$ cat config.mk
export PLATFORM = sky130hd
export DESIGN_NAME = prefetch_queue_with_bus_stats_unit
export DESIGN_NICKNAME = d
export VERILOG_FILES = /design/src/design/pfq_pkg.sv /design/src/design/prefetch_queue_with_bus_stats_unit.sv
export SDC_FILE = /design/constraint.sdc
export NUM_CORES = 1
export LEC_CHECK = 0
export BUFFER_PORTS_ARGS = -buffer_cell sky130_fd_sc_hd__buf_4
export CAP_MARGIN = 30
export CORE_MARGIN = 5
export CORE_UTILIZATION = 54
export DETAILED_ROUTE_END_ITERATION = 8
export PLACE_DENSITY = 0.79
export RECOVER_POWER = 100
export SLEW_MARGIN = 20
export SYNTH_ARGS = -nofsm -noshare
export SYNTH_HDL_FRONTEND = slang
export SYNTH_SLANG_ARGS = --single-unit
$ cat constraint.sdc
create_clock -name clk -period 12.5 [get_ports clk]
set_input_delay 2.5 -clock clk [delete_from_list [all_inputs] [get_ports clk]]
set_output_delay 2.5 -clock clk [all_outputs]
set_load 0.02 [all_outputs]
$ cat src/design/pfq_pkg.sv
// Package for the prefetch queue with bus statistics.
// Holds command codes, fixed constants and the transaction payload structs.
// No dependencies.
`default_nettype none

package pfq_pkg;

  // Command codes
  localparam logic [2:0] CMD_ENQ_BYTE = 3'd0;
  localparam logic [2:0] CMD_ENQ_WORD = 3'd1;
  localparam logic [2:0] CMD_DEQ_BYTE = 3'd2;
  localparam logic [2:0] CMD_FLUSH    = 3'd3;
  localparam logic [2:0] CMD_BOUNDARY = 3'd4;
  localparam logic [2:0] CMD_RECORD   = 3'd5;

  // Status codes
  localparam logic STATUS_OK      = 1'b0;
  localparam logic STATUS_INVALID = 1'b1;

  // Every bus transaction takes this many clocks before wait states
  localparam logic [31:0] BUS_BASE_CLOCKS = 32'd4;
  // Bytes taken in by a word enqueue
  localparam int WORD_BYTES = 2;

  typedef struct packed {
    logic [2:0]  cmd;
    logic [15:0] data;
    logic [7:0]  bus_waits;
    logic        txn_ok;
    logic        demand;
  } item_t;

  typedef struct packed {
    logic        status;
    logic [7:0]  read_byte;
    logic [2:0]  queue_count;
    logic [2:0]  free_bytes;
    logic [15:0] fetch_ptr;
    logic        flushed;
    logic [31:0] bus_transactions;
    logic [31:0] wait_state_total;
    logic [31:0] bus_active_clocks;
    logic [31:0] demand_transactions;
    logic [31:0] demand_bus_clocks;
    logic [31:0] queue_reads;
  } result_t;

endpackage

`default_nettype wire

$ cat src/design/prefetch_queue_with_bus_stats_unit.sv
// Prefetch queue with bus statistics: byte-wide circular queue plus bus counters.
// Depends on pfq_pkg (command codes, constants, item_t and result_t).
`default_nettype none

// One command per clock. A command is captured in an input register when it is
// accepted, then executed against the queue and counter state when the result
// register can advance; its result goes into an output register and is held
// until taken. Throughput is one command per clock; it drops only while the result
// register waits on result_ready. Queue depth is QUEUE_DEPTH bytes (2 to 16);
// queue_count and free_bytes report the low three bits of the counts.
module prefetch_queue_with_bus_stats_unit #(
  parameter int QUEUE_DEPTH = 6
) (
  input  wire                   clk,
  input  wire                   rst,
  input  wire                   item_valid,
  output logic                  item_ready,
  input  pfq_pkg::item_t        item,
  output logic                  result_valid,
  input  wire                   result_ready,
  output pfq_pkg::result_t      result
);

  localparam int CNT_W = $clog2(QUEUE_DEPTH + 1);
  localparam int IDX_W = $clog2(QUEUE_DEPTH);
  localparam int SUM_W = CNT_W + 1;

  // Fold a slot position below twice the depth back into the ring
  function automatic logic [IDX_W-1:0] wrap_slot(input logic [SUM_W-1:0] pos);
    logic [SUM_W-1:0] folded;
    folded = (pos >= SUM_W'(QUEUE_DEPTH)) ? (pos - SUM_W'(QUEUE_DEPTH)) : pos;
    return folded[IDX_W-1:0];
  endfunction

  // Input register
  logic           in_full;
  pfq_pkg::item_t in_q;
  logic           advance;
  logic           exec;

  // Queue and counter state
  logic [7:0]       queue_bytes [QUEUE_DEPTH];
  logic [IDX_W-1:0] head_index, head_index_next;
  logic [CNT_W-1:0] fill_count, fill_count_next;
  logic [15:0]      fetch_address, fetch_address_next;
  logic             flush_mark, flush_mark_next;
  logic [31:0]      txn_count, txn_count_next;
  logic [31:0]      wait_sum, wait_sum_next;
  logic [31:0]      active_clock_sum, active_clock_sum_next;
  logic [31:0]      demand_txn_count, demand_txn_count_next;
  logic [31:0]      demand_clock_sum, demand_clock_sum_next;
  logic [31:0]      queue_read_count, queue_read_count_next;

  // Queue write controls
  logic             we_lo, we_hi;
  logic [IDX_W-1:0] addr_lo, addr_hi;

  // Executed result
  logic             status_next;
  logic [7:0]       read_byte_next;
  logic [CNT_W-1:0] free_count;
  logic [CNT_W-1:0] free_next;
  logic [31:0]      fill_ext, free_ext;
  logic [31:0]      txn_clocks;
  logic [SUM_W-1:0] tail_pos;

  assign advance    = !result_valid || result_ready;
  assign exec       = in_full && advance;
  assign item_ready = !in_full || advance;

  always_ff @(posedge clk) begin
    if (rst) begin
      in_full <= 1'b0;
    end else if (item_ready) begin
      in_full <= item_valid;
    end
  end

  always_ff @(posedge clk) begin
    if (item_ready && item_valid) begin
      in_q <= item;
    end
  end

  // Command execution
  assign free_count = CNT_W'(QUEUE_DEPTH) - fill_count;
  assign tail_pos   = SUM_W'(head_index) + SUM_W'(fill_count);
  assign addr_lo    = wrap_slot(tail_pos);
  assign addr_hi    = wrap_slot(tail_pos + SUM_W'(1));
  assign txn_clocks = pfq_pkg::BUS_BASE_CLOCKS + 32'(in_q.bus_waits);

  always_comb begin
    head_index_next       = head_index;
    fill_count_next       = fill_count;
    fetch_address_next    = fetch_address;
    flush_mark_next       = flush_mark;
    txn_count_next        = txn_count;
    wait_sum_next         = wait_sum;
    active_clock_sum_next = active_clock_sum;
    demand_txn_count_next = demand_txn_count;
    demand_clock_sum_next = demand_clock_sum;
    queue_read_count_next = queue_read_count;
    status_next           = pfq_pkg::STATUS_OK;
    read_byte_next        = 8'd0;
    we_lo                 = 1'b0;
    we_hi                 = 1'b0;
    unique case (in_q.cmd)
      pfq_pkg::CMD_ENQ_BYTE: begin
        if (fill_count >= CNT_W'(QUEUE_DEPTH)) begin
          status_next = pfq_pkg::STATUS_INVALID;
        end else begin
          we_lo              = 1'b1;
          fill_count_next    = fill_count + CNT_W'(1);
          fetch_address_next = fetch_address + 16'd1;
        end
      end
      pfq_pkg::CMD_ENQ_WORD: begin
        if (free_count < CNT_W'(pfq_pkg::WORD_BYTES)) begin
          status_next = pfq_pkg::STATUS_INVALID;
        end else begin
          we_lo              = 1'b1;
          we_hi              = 1'b1;
          fill_count_next    = fill_count + CNT_W'(pfq_pkg::WORD_BYTES);
          fetch_address_next = fetch_address + 16'(pfq_pkg::WORD_BYTES);
        end
      end
      pfq_pkg::CMD_DEQ_BYTE: begin
        if (fill_count == '0) begin
          status_next = pfq_pkg::STATUS_INVALID;
        end else begin
          read_byte_next        = queue_bytes[head_index];
          head_index_next       = wrap_slot(SUM_W'(head_index) + SUM_W'(1));
          fill_count_next       = fill_count - CNT_W'(1);
          queue_read_count_next = queue_read_count + 32'd1;
        end
      end
      pfq_pkg::CMD_FLUSH: begin
        head_index_next    = '0;
        fill_count_next    = '0;
        fetch_address_next = in_q.data;
        flush_mark_next    = 1'b1;
      end
      pfq_pkg::CMD_BOUNDARY: begin
        txn_count_next        = '0;
        wait_sum_next         = '0;
        active_clock_sum_next = '0;
        demand_txn_count_next = '0;
        demand_clock_sum_next = '0;
        queue_read_count_next = '0;
        flush_mark_next       = 1'b0;
      end
      pfq_pkg::CMD_RECORD: begin
        if (in_q.txn_ok) begin
          txn_count_next        = txn_count + 32'd1;
          wait_sum_next         = wait_sum + 32'(in_q.bus_waits);
          active_clock_sum_next = active_clock_sum + txn_clocks;
          if (in_q.demand) begin
            demand_txn_count_next = demand_txn_count + 32'd1;
            demand_clock_sum_next = demand_clock_sum + txn_clocks;
          end
        end
      end
      default: begin
      end
    endcase
  end

  assign free_next = CNT_W'(QUEUE_DEPTH) - fill_count_next;
  assign fill_ext  = 32'(fill_count_next);
  assign free_ext  = 32'(free_next);

  // State update
  always_ff @(posedge clk) begin
    if (rst) begin
      head_index       <= '0;
      fill_count       <= '0;
      fetch_address    <= '0;
      flush_mark       <= 1'b0;
      txn_count        <= '0;
      wait_sum         <= '0;
      active_clock_sum <= '0;
      demand_txn_count <= '0;
      demand_clock_sum <= '0;
      queue_read_count <= '0;
    end else if (exec) begin
      head_index       <= head_index_next;
      fill_count       <= fill_count_next;
      fetch_address    <= fetch_address_next;
      flush_mark       <= flush_mark_next;
      txn_count        <= txn_count_next;
      wait_sum         <= wait_sum_next;
      active_clock_sum <= active_clock_sum_next;
      demand_txn_count <= demand_txn_count_next;
      demand_clock_sum <= demand_clock_sum_next;
      queue_read_count <= queue_read_count_next;
    end
  end

  // Queue storage, low byte first for words
  always_ff @(posedge clk) begin
    if (exec && we_lo) begin
      queue_bytes[addr_lo] <= in_q.data[7:0];
    end
    if (exec && we_hi) begin
      queue_bytes[addr_hi] <= in_q.data[15:8];
    end
  end

  // Result register
  always_ff @(posedge clk) begin
    if (rst) begin
      result_valid <= 1'b0;
    end else if (advance) begin
      result_valid <= in_full;
    end
  end

  always_ff @(posedge clk) begin
    if (exec) begin
      result.status              <= status_next;
      result.read_byte           <= read_byte_next;
      result.queue_count         <= fill_ext[2:0];
      result.free_bytes          <= free_ext[2:0];
      result.fetch_ptr           <= fetch_address_next;
      result.flushed             <= flush_mark_next;
      result.bus_transactions    <= txn_count_next;
      result.wait_state_total    <= wait_sum_next;
      result.bus_active_clocks   <= active_clock_sum_next;
      result.demand_transactions <= demand_txn_count_next;
      result.demand_bus_clocks   <= demand_clock_sum_next;
      result.queue_reads         <= queue_read_count_next;
    end
  end

  // Checks
  a_fill_bound: assert property (@(posedge clk) disable iff (rst)
    fill_count <= CNT_W'(QUEUE_DEPTH))
    else $error("fill count above queue depth");

  a_head_bound: assert property (@(posedge clk) disable iff (rst)
    32'(head_index) < 32'(QUEUE_DEPTH))
    else $error("head index outside the ring");

  a_fail_zero_byte: assert property (@(posedge clk) disable iff (rst)
    result_valid && result.status |-> result.read_byte == 8'd0)
    else $error("failed command returned a nonzero byte");

  a_deq_counts: assert property (@(posedge clk) disable iff (rst)
    exec && in_q.cmd == pfq_pkg::CMD_DEQ_BYTE && fill_count != '0
    |=> queue_read_count == $past(queue_read_count) + 32'd1
        && fill_count == $past(fill_count) - CNT_W'(1))
    else $error("dequeue did not update read count and fill");

endmodule

`default_nettype wire
# After elaboration in Yosys (flattened, before gate mapping)

Memories as Yosys holds them, arrays and structs flattened. A register that Yosys moved wholly into a read port is not among the register bits.
Cells that the tools add are included.

Add/sub/neg operators: 20
$lt $le $gt $ge: 5
Equal/unequal tests: 6
Muxes and demuxes: 39
Bitwise logic cells: 1
Reduce and logical (&&, ||, !) cells: 13

Operators with widths:

| cell                                                               | count |
|---|---|
| one-hot mux 32 bit (2 select lines)                                | 6 |
| two-way mux 32 bit                                                 | 8 |
| adder 32 x 1 -> 32 bit (second input constant)                     | 3 |
| adder 32 x 9 -> 32 bit                                             | 2 |
| one-hot mux 16 bit (3 select lines)                                | 1 |
| adder 32 x 8 -> 32 bit                                             | 1 |
| two-way mux 16 bit                                                 | 2 |
| two-way mux 3 bit                                                  | 7 |
| adder 16 x 1 -> 16 bit (second input constant)                     | 1 |
| adder 16 x 2 -> 16 bit (second input constant)                     | 1 |
| greater-or-equal comparator 4 x 3 -> 1 bit (second input constant) | 3 |
| one-hot mux 3 bit (4 select lines)                                 | 1 |
| two-way mux 1 bit                                                  | 10 |
| adder 3 x 8 -> 9 bit (first input constant)                        | 1 |
| subtractor 3 bit (second input constant)                           | 3 |
| equality test 3 x 2 -> 1 bit (second input constant)               | 2 |
| equality test 3 bit (second input constant)                        | 2 |
| logical NOT 3 bit                                                  | 2 |
| one-hot mux 3 bit (2 select lines)                                 | 1 |
| subtractor 3 bit (first input constant)                            | 2 |
| adder 3 x 1 -> 4 bit (second input constant)                       | 1 |
| adder 3 x 3 -> 4 bit                                               | 1 |
| adder 4 x 1 -> 4 bit (second input constant)                       | 1 |
| logical AND 1 bit                                                  | 4 |
| other kinds (15)                                                   | 18 |

Flip-flop bits (word level): 462
RAM bits: 48
Input bits: 33
Output and inout bits: 226
Word-level logic and storage cells: 113
Memories: 1

Memories:

| name        | depth | width | read ports | clocked after Yosys merged registers in | wr ports | RTL line                                 | source |
|---|---|---|---|---|---|---|---|
| queue_bytes | 6     | 8     | 1          | 1                                       | 2        | prefetch_queue_with_bus_stats_unit.sv:42 | `logic [7:0] queue_bytes [QUEUE_DEPTH];` |

# Logic depth before layout (Yosys ltp)

Word-level depth: 7
Gate-level depth with buffers: 11
Gate-level depth less buffers: 10

# Least setup slack after synthesis

OpenSTA, ideal clock, no wires.

Path kind: input -> register
Start point: input port result_ready
End point: register result[0] in the netlist's numbering, enable pin
Arrival time: 9.423 ns
Path slack: 2.404 ns
Cell stages on the path: 6
Buffers on the path: 3
Cell sequence: nor2b_1 nand2b_1 buf_2 clkinv_1 clkbuf_1 buf_1

Word-level cells in the longest chain between the ends: 2

RTL lines:

| what              | RTL line                                 | source |
|---|---|---|
| start, declared   | prefetch_queue_with_bus_stats_unit.sv:20 | `input wire result_ready,` |
| logical OR 1 bit  | prefetch_queue_with_bus_stats_unit.sv:67 | `assign advance = !result_valid \|\| result_ready;` |
| logical AND 1 bit | prefetch_queue_with_bus_stats_unit.sv:68 | `assign exec = in_full && advance;` |
| net exec          | prefetch_queue_with_bus_stats_unit.sv:39 | `logic exec;` |
| end, declared     | prefetch_queue_with_bus_stats_unit.sv:21 | `output pfq_pkg::result_t result` |

The timed path passes the listed nets, and every way through them passes these cells.
A chain may end at the register's enable or synchronous reset.

# Final worst setup path

Start point: input port result_ready
End point: register queue_read_count[6]

Word-level cells in the longest chain between the ends: 2

RTL lines:

| what                 | RTL line                                  | source |
|---|---|---|
| logical OR 1 bit     | prefetch_queue_with_bus_stats_unit.sv:67  |  |
| logical AND 1 bit    | prefetch_queue_with_bus_stats_unit.sv:68  |  |
| end signal, assigned | prefetch_queue_with_bus_stats_unit.sv:195 | `queue_read_count <= queue_read_count_next;` |
| end, declared        | prefetch_queue_with_bus_stats_unit.sv:52  | `logic [31:0] queue_read_count, queue_read_count_next;` |

Every way passes these cells.

==> impl_metrics.ini <==
[yosys]
synth-edff-count = 300
syn_avg_cell_area_um2 = 9.82
yosys.cell_types.count = 84
ys_seq_area_share_pct = 51.5
synth.ff_latch_count = 517
ys.flop_type = edfxtp_1
yosys.area.top_type = edfxtp_1
synth_warnings = 0
synth_area_um2 = 25900
postSynth.asyncResetShare_pct = 0
synthCells = 2641
synthTopCellsByArea = edfxtp_1 (35%), dfxtp_1 (17%), nand2_1 (4.7%), o21ai_0 (4.6%), nand3_1 (3.0%)
synth_top_cell_area_share_pct = 34.7
synth_nets = 2727

[sta]
drv_slew = 680
fin_setup_tns_ns = 0
fin_skew_ns = 0.0251
fin_ws_ns = 4.39
setup_viol = 0
rsz0062_at_grt = no
final_hold_viol_count = 0
fin_crit_ns = 8.11
slew-limit-headroom_pct = -177
period_share_pct = 64.9
worst_slew_pin_slew_ns = 4.15
fmax_mhz = 123

[critical_path]
required_ns = 12.78
crit_type = input port to register
cp-start-kind = input port
crit_arrival_ns = 8.40
r2r_end = queue_read_count[4]$_SDFFE_PP0P_
crit_fanout = 86
reg2regPathDepth = 7
timing.rr.start = in_q[26]$_DFFE_PP_
rrSetupSlack_ns = 5.40
endpoint_kind = register

[clocking]
holdBufCountCts = 0
clkSinkCount = 517
cts_buffers = 53
postCtsResizedCells = 0
cts_max_path_buffers = 3
cts.clk_slew.worst_paths_ns = 0.06
ctsRootBufferMaster = clkbuf_16
h-tree-depth = 2
post_cts_buffers = 0
clk_latency_ns = 0.61
cts_tree = built

[floorplan]
coreArea_um2 = 47600
dieArea_um2 = 52500
io_pins = 259
rows = 80
initial_core_util_pct = 54.4
die_width_um = 229
die_height_um = 229

[worst_hold_path]
hp-start = flush_mark$_SDFFE_PP0P_
hold_depth = 2
holdPathEnd = flush_mark$_SDFFE_PP0P_
worstHoldPathType = register to register

[drt]
postRouteAntennaNets = 0
drt_first_iter_violations = 2677
drt_wl_total_um = 71200
vias = 22200
firstDrtPassIters = 6
vias_per_cell = 6.39
wl_per_cell_um = 20.5
drc = 0

[final_layout]
drive_gt1_share_pct = 8.11
final_cell_mix = nand2_1 (322), edfxtp_1 (300), clkbuf_1 (247), o21ai_0 (237), dfxtp_1 (217)
final_common_cell = nand2_1
nets = 2901
antennaDiodeCount = 0
syn2layout_area_growth_pct = 12.5

[global_route]
grt.total_usage_pct = 25.8
grt_pass1_vias = 20400
antenna_found_initial = 2
grt_max_degree = 97
grt_first_pass_wirelength_um = 112000
overflow = 0

[place]
dp_slack_ns = 6.71
hpwl_um = 47400
gp_congestion = 0.926
port_buffers = 258

[pwr]
p_sw_mw = 0.945
clockPowerShare_pct = 43.6
p_leak_nw = 9.64
ir_drop_v = 0.0000961
pwr-share-comb_pct = 7.6
intPower_mw = 2.95
seqPwrFrac_pct = 48.7
powerDensity_nw_per_um2 = 133
swShare_pct = 24.3

[outcome]
violations = capacitance limit, slew limit
outcome = finished, violations left

[job]
cap_violations = 11
per-layer routing:
| metal | up-vias | track usage [%] | wire length, µm |
|---|---|---|---|
| met2 | 1023 | 40.5 | 32700 |
| met3 | 168 | 5.54 | 6030 |
| met4 | 4 | 8.89 | 2490 |
| li1 | 10400 | - | - |
| met1 | 10600 | 35.8 | 29900 |
| met5 | - | 0 | 33 |
state kept, by name, summed over array words and instances (netlist names):
signal            flops
wait_sum             32
head_index            3
in_q                 29
active_clock_sum     32
demand_clock_sum     32
demand_txn_count     32
fill_count            3
result_valid          1
queue_bytes          48
txn_count            32
in_full               1
result              223
flush_mark            1
fetch_address        16
queue_read_count     32
worst max path at each step:
stage	depth (start not counted)	start	slack [ns]	to
final	9	result_ready	4.39	queue_read_count[6]$_SDFFE_PP0P_
after CTS	4	result_ready	6.90	item_ready
after global placement	8	result_ready	6.84	txn_count[15]$_SDFFE_PP0P_
after global routing	8	result_ready	3.80	queue_bytes[4][2]$_DFFE_PP_
after detailed placement	8	result_ready	6.71	txn_count[15]$_SDFFE_PP0P_
after floorplan	6	result_ready	2.40	result[0]$_DFFE_PP_
cell usage after synthesis, drive strengths merged (49+ instances only):
master and number:
nand4 63, mux2 56, o21ai 240, edfxtp 300, nand2 323, clkbuf 116
buf 53, or3 86, dfxtp 217, a31oi 102, ha 49, nand3 160
nor3 51, nor2 168, a21oi 138
final cells by class:
cell class	count	area (µm²)
Tap cell	615	769
Fill cell	4025	18500
Multi-Input combinational cell	1928	11800
Clock inverter	33	428
Inverter	27	103
Timing Repair Buffer	288	1310
Clock buffer	66	1440
Sequential cell	517	13400
power by group through the flow:
stage / Clock (mW) / Sequential, mW / Combinational (mW)
floorplan: 0 / 1.96 / 0.167
global placement: 0 / 1.93 / 0.309
detailed placement: 0 / 1.93 / 0.319
CTS: 1.72 / 1.90 / 0.321
global route: 1.80 / 1.90 / 0.324
finish: 1.70 / 1.90 / 0.297
per-stage QoR:
step                cell area (µm²)  hold WS, ns  util (%)  std cells  power, mW
finish                        29200        0.459      61.2       3474       3.89
global route                  29200        0.490      61.2       3474       4.02
CTS                           30100        0.460      63.1       3469       3.94
global placement              28200        0.442      59.1       3369       2.24
floorplan                     25900        0.436         -       2641       2.13
detailed placement            28200        0.451      59.2       3370       2.25
critical path, stage by stage:
cell	delay, ns
clkbuf_4	0.11
nor2b_1	0.20
nand2b_1	0.49
clkinvlp_2	2.70
buf_4	1.36
buf_4	0.41
buf_16	0.25
a31oi_1	0.21
a311oi_1	0.08
cells by family after synthesis:
logic type               Yosys count  share of synthesized area, %
AND/OR/NAND/NOR                 1036                          20.1
flip-flops                       517                          51.5
multiplexers                      98                          4.44
XOR/XNOR                          39                          1.35
buffers and inverters            196                          3.02
adder cells (fa/ha/maj)           53                          2.67
AO/OA/AOI/OAI                    702                          17.0
No activity file was read; power rests on OpenSTA's default activity.
